$ cat config.mk
export PLATFORM = sky130hd
export DESIGN_NAME = tbc_div
export DESIGN_NICKNAME = d
export VERILOG_FILES = /design/src/hw/rtl/tbc_pkg.sv /design/src/hw/rtl/tbc_div.sv
export SDC_FILE = /design/constraint.sdc
export NUM_CORES = 1
export LEC_CHECK = 0
export BUFFER_PORTS_ARGS = -buffer_cell sky130_fd_sc_hd__buf_2
export CORE_ASPECT_RATIO = 1.75
export CORE_MARGIN = 3
export CORE_UTILIZATION = 57
export CTS_BUF_LIST = sky130_fd_sc_hd__clkbuf_16
export CTS_CLUSTER_DIAMETER = 60
export CTS_CLUSTER_SIZE = 40
export DETAILED_ROUTE_END_ITERATION = 12
export GPL_ROUTABILITY_DRIVEN = 0
export PLACE_DENSITY = 0.79
export REMOVE_ABC_BUFFERS = 1
export SLEW_MARGIN = 0
export SYNTH_ARGS = -nofsm -noshare
export SYNTH_HDL_FRONTEND = slang
export SYNTH_SLANG_ARGS = --single-unit
export TNS_END_PERCENT = 100
$ cat constraint.sdc
create_clock -name clk -period 5.5 [get_ports clk]
set_input_delay 0.825 -clock clk [delete_from_list [all_inputs] [get_ports clk]]
set_output_delay 0.825 -clock clk [all_outputs]
set_load 0.01 [all_outputs]
$ cat src/hw/rtl/tbc_pkg.sv
// ----------------------------------------------------------------------------
// tbc_pkg
// Types and fixed widths shared by the tilemap box collision unit.
// ----------------------------------------------------------------------------
`timescale 1ns / 1ps

package tbc_pkg;

    localparam int TYPE_W    = 4;   // tile type code
    localparam int GRID_W    = 6;   // col and row fields of a write
    localparam int COORD_W   = 11;  // box_x, box_y
    localparam int DIM_W     = 8;   // box_w, box_h
    localparam int PIX_W     = 12;  // pixel sums such as box_x + box_w
    localparam int DIVR_W    = 9;   // tile size in pixels, up to 256
    localparam int REM_W     = 8;   // remainder of a division by the tile size
    localparam int RECIP_SH  = 20;  // binary point of a tile size reciprocal
    localparam int RECIP_W   = 19;  // reciprocal of a tile size of 4 or more

    localparam int S_TDATA_W = 56;
    localparam int M_TDATA_W = 8;

    // Field positions in the slave-side tdata, lowest bit of each field.
    localparam int COL_LSB   = 0;
    localparam int ROW_LSB   = COL_LSB + GRID_W;
    localparam int TYPE_LSB  = ROW_LSB + GRID_W;
    localparam int BOXX_LSB  = TYPE_LSB + TYPE_W;
    localparam int BOXY_LSB  = BOXX_LSB + COORD_W;
    localparam int BOXW_LSB  = BOXY_LSB + COORD_W;
    localparam int BOXH_LSB  = BOXW_LSB + DIM_W;

    localparam logic ACT_WRITE = 1'b0;
    localparam logic ACT_QUERY = 1'b1;

    typedef enum logic [2:0] {
        ST_CLEAR,
        ST_IDLE,
        ST_DIVX_GO,
        ST_DIVX_RUN,
        ST_DIVY_GO,
        ST_DIVY_RUN,
        ST_SCAN,
        ST_RESP
    } state_t;

    typedef struct packed {
        logic                 start;
        logic [COORD_W-1:0]   dividend;
        logic [DIVR_W-1:0]    divisor;
        logic [RECIP_W-1:0]   recip;
    } div_req_t;

    typedef struct packed {
        logic                 done;
        logic [COORD_W-1:0]   quot;
        logic [REM_W-1:0]     rem;
    } div_rsp_t;

endpackage

$ cat src/hw/rtl/tbc_div.sv
// ----------------------------------------------------------------------------
// tbc_div
// Shared divider by a tile size: the quotient comes from a multiplication by
// the scaled reciprocal of the tile size, the remainder from multiplying back.
// ----------------------------------------------------------------------------
`timescale 1ns / 1ps

module tbc_div
    import tbc_pkg::*;
(
    input  logic     clk,
    input  logic     rst_n,
    input  div_req_t req,
    output div_rsp_t rsp
);

    logic                        step1_reg;
    logic                        step2_reg;
    logic                        done_reg;
    logic [COORD_W-1:0]          num_reg;
    logic [DIVR_W-1:0]           dv_reg;
    logic [RECIP_W-1:0]          rcp_reg;
    logic [COORD_W-1:0]          q_reg;
    logic [COORD_W-1:0]          q_next;
    logic [REM_W-1:0]            rem_reg;
    logic [REM_W-1:0]            rem_next;
    logic [COORD_W+RECIP_W-1:0]  prod;
    logic [COORD_W+DIVR_W-1:0]   back;
    logic [COORD_W-1:0]          diff;

    // Start is followed by step1, step2 and done: the quotient is registered
    // on step1, the remainder on step2, and done is raised after that.
    always_ff @(posedge clk or negedge rst_n)
    begin
        if (!rst_n)
        begin
            step1_reg <= 1'b0;
            step2_reg <= 1'b0;
            done_reg  <= 1'b0;
        end
        else
        begin
            step1_reg <= req.start;
            step2_reg <= step1_reg;
            done_reg  <= step2_reg;
        end
    end

    // The reciprocal is rounded up with enough fraction bits that the
    // quotient is exact for every 11-bit dividend. The remainder always stays
    // below the divisor, so eight bits hold it.
    always_comb
    begin
        prod     = num_reg * rcp_reg;
        q_next   = COORD_W'(prod >> RECIP_SH);
        back     = q_reg * dv_reg;
        diff     = num_reg - back[COORD_W-1:0];
        rem_next = diff[REM_W-1:0];
    end

    always_ff @(posedge clk)
    begin
        if (req.start)
        begin
            num_reg <= req.dividend;
            dv_reg  <= req.divisor;
            rcp_reg <= req.recip;
        end
        if (step1_reg)
        begin
            q_reg <= q_next;
        end
        if (step2_reg)
        begin
            rem_reg <= rem_next;
        end
    end

    assign rsp.done = done_reg;
    assign rsp.quot = q_reg;
    assign rsp.rem  = rem_reg;

endmodule

=== After elaboration in Yosys (flattened, before gate mapping) ===
Cells that the tools add are included.

* Reductions and logical operators: 0
* Add/subtract/negate cells: 1
* Multiplexer cells: 0
* Shift operators: 0
* Equal/unequal tests: 0
* Div/mod/pow operators: 0
* Bitwise logic cells: 0
* Magnitude comparators: 0
* Multipliers: 2

{| class="wikitable"
|+ Operators by type and width
! operator !! count
|-
| 11-bit by 19-bit multiplier with 30-bit output || 1
|-
| 10-bit by 9-bit multiplier with 8-bit output || 1
|-
| 8-bit subtractor || 1
|}

* Memory bits (writable): 0
* Register bits after elaboration: 60
* Memories kept: 0
* Latch bits: 0
* Word-level logic and storage cells: 11
* ROM bits: 0
* Output and inout port bits: 20

=== Logic depth before layout (Yosys ltp) ===
Gate-level depths: netlist of the first run.

* Depth in word-level cells: 2
* Mapped depth: 20
* Gate-level depth less buffers: 18

=== Worst setup path after synthesis of the first run ===
No wires, ideal clock.

* Path type: register -> register
* Start point: register num_reg[2]
* End point: register q_reg[7], data pin
* Setup time: 259 ps
* Buffers on the path: 3
* Stages on the path, launching flop included: 20
* Setup slack: 302 ps
* Period minus slack after synthesis: 5198 ps
* Arrival: 4939 ps
* Cells stage by stage: edfxtp_1 clkbuf_1 clkbuf_1 nand2_1 fa_1 fa_1 inv_1 fa_1 fa_1 inv_1 fa_1 inv_1 ha_1 buf_4 nand3_2 a2111oi_4 o211ai_2 o2111ai_1 o211ai_1 xnor2_1

* Longest elaborated chain between the ends: 1

{| class="wikitable"
|+ Ends and longest elaborated chain
! element !! RTL line !! source
|-
| start: declaration || tbc_div.sv:20 || <nowiki>logic [COORD_W-1:0] num_reg;</nowiki>
|-
| start signal: assignment || tbc_div.sv:65 || <nowiki>num_reg <= req.dividend;</nowiki>
|-
| 11-bit by 19-bit multiplier with 30-bit output || tbc_div.sv:54 || <nowiki>prod = num_reg * rcp_reg;</nowiki>
|-
| via prod[27] || tbc_div.sv:27 || <nowiki>logic [COORD_W+RECIP_W-1:0] prod;</nowiki>
|-
| end signal: assignment || tbc_div.sv:71 || <nowiki>q_reg <= q_next;</nowiki>
|-
| end: declaration || tbc_div.sv:23 || <nowiki>logic [COORD_W-1:0] q_reg;</nowiki>
|}

The timed path passes the listed nets, and every way through them passes these cells.
A chain may end at the register's enable or synchronous reset.

=== Worst setup path in the final report of the first run ===
* Start point: register rcp_reg[12]
* End point: register q_reg[7], data pin

* Longest elaborated chain between the ends: 1

{| class="wikitable"
|+ Ends and longest elaborated chain
! element !! RTL line !! source
|-
| start: declaration || tbc_div.sv:22 || <nowiki>logic [RECIP_W-1:0] rcp_reg;</nowiki>
|-
| start signal: assignment || tbc_div.sv:67 || <nowiki>rcp_reg <= req.recip;</nowiki>
|-
| 11-bit by 19-bit multiplier with 30-bit output || tbc_div.sv:54 ||
|-
| via prod[27] || tbc_div.sv:27 ||
|}

The timed path passes the listed nets, and every way through them passes these cells.

==> impl_metrics.env, run 1 <==
export IMPL_status="complete, no violations"
export IMPL_largest_net_degree_at_the_start_of_global_routing=40
export IMPL_cap_viol_max_count=0
export IMPL_area_added_between_synthesis_and_finish_pct=12.8
export IMPL_netlist_area_um2=9490
export IMPL_reg_clk_slew_reported_paths_ps=60
export IMPL_layout_filler_cells=1222
export IMPL_fin_skew_ps=8.13
export IMPL_max_clock_path_buffers=2
export IMPL_htree_num_levels=3
export IMPL_clock_insertion_delay_worst_skew_ps=330
export IMPL_synthFlopType="edfxtp_1"
export IMPL_detailedPlacementHpwl_um=17100
export IMPL_initialDrtViolationCount=427
export IMPL_synth_top_area_share_pct=35.6
export IMPL_period_utilization_pct=96.6
export IMPL_leading_cell_types_by_total_area_after_synthesis="fa_1, edfxtp_1, ha_1, and2_1, inv_1"
export IMPL_design_die_area_um2=18300
export IMPL_die_outline_height_um=177
export IMPL_number_of_flip_flops_under_the_largest_register_name=19
export IMPL_synth_ff_latch_count=59
export IMPL_top_level_ports=62
export IMPL_numClockSinks=59
export IMPL_portBuffers=59
export IMPL_first_global_vias=7917
export IMPL_worst_endpoint_required_ps=5580
export IMPL_synth_enable_flop_cells=56
export IMPL_via_count=7038
export IMPL_drt_vias_per_instance=5.49
export IMPL_tritoncts_clock_tree="yes"
export IMPL_worst_hold_slack_ps=284
export IMPL_postSynthCellCount=964
export IMPL_max_slew_margin_rel_pct=36.2
export IMPL_period_needed_ps=5310
export IMPL_cts_root_buffer_cell="clkbuf_16"
export IMPL_drt_pass1_iter_count=5
export IMPL_gr_total_overflow=0
export IMPL_layout_drive_gt1_share_pct=14.3
export IMPL_synthDominantAreaCellType="fa_1"
export IMPL_initial_utilization_pct=58.9
export IMPL_remaining_drc_errors=0
export IMPL_clock_fmax_mhz=188
export IMPL_yosys_warnings=0
export IMPL_max_slew_worst_pin_slew_ps=957
export IMPL_final_hold_viol_count=0
export IMPL_worstSetupStartpointType="flop"
export IMPL_finalInstanceArea_um2=10700
export IMPL_final_net_count=1358
export IMPL_ys_types=48
export IMPL_report_final_slew_viol_count=0
export IMPL_detail_route_antenna_nets=0
export IMPL_synth_async_sr_flop_share_pct=5.08
export IMPL_cts_buffers=9
export IMPL_grt_first_pass_wirelength_um=36200
export IMPL_dpl_instance_area_um2=10200
export IMPL_fin_util_pct=66.5
export IMPL_worst_setup_path_end_kind="flop"
export IMPL_postRouteWirelength_um=22000
export IMPL_yosys_top_cells_count="inv_1, fa_1, nand2_1, and2_1, ha_1"
export IMPL_core_um2=16100
export IMPL_setup_viol_count_final=0
export IMPL_core_rowCount=61
export IMPL_synthesis_area_per_instance_um2=9.84
export IMPL_crit_fanout=8
export IMPL_antenna_cells_inserted=0
export IMPL_worstSetupPathType="reg2reg"
export IMPL_timing_hold_worst_class="in2async"
export IMPL_grt_use_total_pct=25.1
export IMPL_wl_per_cell_um=17.1
export IMPL_antenna_found_initial=0
export IMPL_critical_path_arrival_ps=5390
export IMPL_ctsHoldBuffers=0
export IMPL_post_synth_top_count_cell="inv_1"
export IMPL_dieWidth_um=104
export IMPL_synth_seq_area_share_pct=18.5
[cell type report]
class	instances	area [µm²]	area share, %
Tap cell	220	275	2.57
Sequential cell	59	1760	16.4
Clock buffer	9	225	2.10
Clock inverter	7	55.1	0.514
Multi-Input combinational cell	671	6830	63.8
Timing Repair Buffer	125	841	7.85
Inverter	192	721	6.73
[worst paths after layout]
path	startpoint	end	slack, ps	cells past startpoint
worst max-delay path	rcp_reg[12]	q_reg[7]	190	17
worst min-delay path	rst_n	done_reg	280	1
worst max register to register	rcp_reg[12]	q_reg[7]	190	17
worst min register to register	step2_reg	done_reg	590	0
max in group asynchronous	rst_n	step2_reg	5100	1
min in group clk	step2_reg	done_reg	590	0
[layout by cell type (no fill, tap or decap), drive strengths merged, types with 2 or more instances in the layout]
| master | n |
|---|---|
| o21bai | 3 |
| o21ai | 15 |
| inv | 196 |
| a21oi | 32 |
| a21o | 11 |
| nor2 | 9 |
| xnor2 | 26 |
| xor2 | 7 |
| a31oi | 2 |
| fa | 169 |
| clkbuf | 9 |
| ha | 89 |
| buf | 125 |
| o211ai | 9 |
| and2 | 118 |
| or2 | 3 |
| o2111ai | 2 |
| edfxtp | 56 |
| nand2 | 145 |
| clkinv | 2 |
| dfrtp | 3 |
| nand3 | 8 |
| a211oi | 3 |
| nand4 | 4 |
| a311oi | 2 |
[layer usage]
metal  wire length, µm  part of all wire [%]  global-route usage (%)
met5                 0                     0                       0
met4              1160                   5.3                    14.8
met3               750                   3.4                    2.99
met2             12800                    58                    50.4
met1              7310                    33                    24.0
[kinds of logic after synthesis]
| kind of cell | after synthesis | share of synthesized area, % |
|---|---|---|
| flip-flops | 59 | 18.5 |
| AO/OA/AOI/OAI | 87 | 6.21 |
| other | 1 | 0.0395 |
| adder cells (fa/ha/maj) | 258 | 47.4 |
| buffers and inverters | 234 | 9.55 |
| XOR/XNOR | 33 | 3.05 |
| multiplexers | 1 | 0.105 |
| AND/OR/NAND/NOR | 291 | 15.2 |
[through the flow]
stage	setup slack (ps)	std cells	setup TNS [ps]
2_1_floorplan	442	922	0
3_3_place_gp	254	1237	0
3_5_place_dp	162	1237	0
4_1_cts	136	1253	0
5_1_grt	-12.2	1283	-12.2
6_report	189	1283	0
[worst max-delay path: stages (launching register included)]
cell,delay [ps]
edfxtp_1,520
buf_4,210
nand2_1,90
fa_1,460
fa_1,540
inv_1,70
fa_1,460
fa_1,510
inv_1,50
fa_1,470
inv_1,40
ha_1,440
nand3_2,150
a2111oi_4,350
o211ai_2,160
o2111ai_1,260
o211ai_1,140
xnor2_1,140
[repair_timing]
| item | 4_1_cts | 5_1_grt |
|---|---|---|
| resized for setup | 0 | 1 |
| endpoints found under the setup margin | 0 | 6 |
| setup buffers | 0 | 30 |
| endpoints found under the hold margin | 0 | 0 |
Power of run 1 is not shown: default switching activity piles up to over one toggle a cycle in this logic, so the estimate is an artifact.
==> run 2: changes to the inputs <==
ABC_AREA = 1   (was default)
CORE_MARGIN = 10   (was 3)
CORE_UTILIZATION = 58   (was 57)
PLACE_DENSITY = 0.8   (was 0.79)
==> run 2 against run 1 <==
Sequential cell count is the same. Design area rose by 3.2%. Hold slack worse by 24 ps. Clock skew hardly changed. Largest cell class unchanged. Highest routed layer unchanged.
==> impl_metrics.env, run 2 <==
export IMPL_dpl_instance_area_um2=10600
export IMPL_netlist_area_um2=10200
export IMPL_detailedPlacementHpwl_um=19500
export IMPL_synth_compound_gate_area_share_pct=3.50
export IMPL_synth_async_sr_flop_share_pct=5.08
export IMPL_setup_viol_count_final=0
export IMPL_fin_util_pct=63.6
export IMPL_top_level_ports=62
export IMPL_max_slew_margin_rel_pct=33.4
export IMPL_pre_cts_slack_ps=202
export IMPL_synthDominantAreaCellType="fa_1"
export IMPL_synth_seq_area_share_pct=17.3
export IMPL_postRouteWirelength_um=23600
export IMPL_status="complete, no violations"
export IMPL_design_die_area_um2=23400
export IMPL_detail_route_antenna_nets=0
export IMPL_synthFlopType="edfxtp_1"
export IMPL_drt_pass1_iter_count=5
export IMPL_drt_vias_per_instance=5.23
export IMPL_layout_setup_ws_ps=311
export IMPL_max_slew_worst_pin_slew_ps=999
export IMPL_gr_total_overflow=0
export IMPL_layout_filler_cells=1445
export IMPL_synthesis_area_per_instance_um2=8.05
export IMPL_area_added_between_synthesis_and_finish_pct=8.85
export IMPL_remaining_drc_errors=0
export IMPL_crit_fanout=11
export IMPL_synthAdderAreaFrac_pct=44.3
export IMPL_portBuffers=59
export IMPL_first_global_vias=8871
export IMPL_finalInstanceArea_um2=11100
export IMPL_timing_hold_worst_class="in2async"
export IMPL_antenna_found_initial=0
export IMPL_initialDrtViolationCount=386
export IMPL_core_rowCount=64
export IMPL_via_count=8109
export IMPL_grt_first_pass_wirelength_um=40400
export IMPL_worst_setup_path_end_kind="flop"
export IMPL_core_um2=17400
export IMPL_layout_cells_most_common="nand2_1"
export IMPL_clock_fmax_mhz=193
export IMPL_yosys_top_cells_count="nand2_1, inv_1, fa_1, ha_1, edfxtp_1"
export IMPL_synth_enable_flop_cells=56
export IMPL_numClockSinks=59
export IMPL_synth_top_area_share_pct=33.3
export IMPL_post_synth_top_count_cell="nand2_1"
export IMPL_combinational_family_with_the_most_area_after_synthesis="adder cells"
export IMPL_period_utilization_pct=94.3
export IMPL_fraction_of_the_mapped_netlist_area_in_simple_logic_gates_pct=18.7
export IMPL_dieWidth_um=120
export IMPL_leading_cell_types_by_total_area_after_synthesis="fa_1, edfxtp_1, nand2_1, inv_1, ha_1"
export IMPL_critical_path_arrival_ps=5290
export IMPL_final_hold_viol_count=0
export IMPL_report_final_slew_viol_count=0
export IMPL_worstSetupStartpointType="flop"
export IMPL_postSynthCellCount=1261
export IMPL_largest_net_degree_at_the_start_of_global_routing=40
export IMPL_reg_clk_slew_reported_paths_ps=60
export IMPL_setup_tns_final_ps=0
export IMPL_ctsHoldBuffers=0
export IMPL_synth_ff_latch_count=59
export IMPL_htree_num_levels=3
export IMPL_layout_drive_gt1_share_pct=9.02
export IMPL_die_outline_height_um=195
export IMPL_yosys_warnings=0
export IMPL_cts_root_buffer_cell="clkbuf_16"
export IMPL_max_clock_path_buffers=2
export IMPL_initial_utilization_pct=58.4
export IMPL_wl_per_cell_um=15.2
export IMPL_ys_types=38
export IMPL_final_net_count=1615
export IMPL_worst_endpoint_required_ps=5600
export IMPL_grt_use_total_pct=21.5
export IMPL_top_library_cells_by_usage_in_the_layout_fill_and_taps_aside="nand2_1, inv_1, fa_1, ha_1, buf_2"
export IMPL_post_synth_mux_area_share_pct=0
export IMPL_cts_repair_resized=0
export IMPL_cap_viol_max_count=0
export IMPL_fin_skew_ps=7.89
export IMPL_worstSetupPathType="reg2reg"
export IMPL_cts_buffers=9
export IMPL_antenna_cells_inserted=0
export IMPL_cts_post_setup_buffers_inserted=0
export IMPL_clock_insertion_delay_worst_skew_ps=350
export IMPL_tritoncts_clock_tree="yes"
export IMPL_period_needed_ps=5190
export IMPL_synth_xor_area_share_pct=0.949
export IMPL_number_of_flip_flops_under_the_largest_register_name=19
[run 2: cell count changes after synthesis, moves of 3 or more]
cell and delta:
and2_1 -117, nand4_1 +3, nor3_1 +6, xnor2_1 -22
nand2_2 +4, o211ai_1 -7, nand3_1 +24, o21ai_1 +4
inv_1 +165, a211oi_1 -3, a21o_1 -4, nor2_1 +33
a21oi_2 -3, nand2_1 +220
[run 2: worst paths after layout]
check	from	to	slack, ps	depth (start not counted)
max	rcp_reg[5]	q_reg[8]	310	17
min	rst_n	step2_reg	260	1
max reg2reg	rcp_reg[5]	q_reg[8]	310	17
min reg2reg	step2_reg	done_reg	630	0
max in group asynchronous	rst_n	done_reg	5140	1
min in group clk	step2_reg	done_reg	630	0
[run 2: worst max-delay path, stage by stage, from the launching register on]
cell and delay (ps):
edfxtp_1 690, nand2_1 180, fa_1 540, inv_1 60
fa_1 560, fa_1 460, fa_1 500, inv_1 50
fa_1 500, inv_1 50, ha_1 320, a21oi_1 170
a21boi_1 310, o21ai_1 140, o21ai_1 220, nand2_1 80
nand2_1 60, nand2_1 50
[run 2: final cells by class]
| type | count | area (µm²) | share of cell area [%] |
|---|---|---|---|
| clock buffer | 9 | 225 | 2.04 |
| clock inverter | 7 | 75.1 | 0.679 |
| inverter | 358 | 1340 | 12.2 |
| multi-input combinational | 799 | 6850 | 62.0 |
| sequential | 59 | 1760 | 15.9 |
| tap | 231 | 289 | 2.62 |
| timing repair buffer | 88 | 513 | 4.64 |
[run 2: cells by family (layout without fill, tap and decap cells)]
logic type / after synthesis / in the layout
AO/OA/AOI/OAI: 63 / 63
XOR/XNOR: 11 / 11
adder cells (fa/ha/maj): 258 / 258
buffers and inverters: 403 / 462
flip-flops: 59 / 59
other: 1 / 1
AND/OR/NAND/NOR: 466 / 466
[run 2: per-layer routing]
layer | global-route usage, % | part of all wire (%) | routed length, µm | vias up
met1 | 19.3 | 31 | 7390 | 3975
met3 | 3.41 | 4.2 | 991 | 104
met5 | 0 | 0 | 0 | -
met4 | 14.9 | 6.0 | 1420 | 0
li1 | - | - | - | 3768
met2 | 41.9 | 58 | 13700 | 262
[run 2: through the flow]
step	hold WS, ps	instances
finish	260	1551
global route	261	1551
CTS	255	1537
detailed placement	623	1521
global placement	614	1521
floorplan	529	1216
Power of run 2 is left out for the same reason.
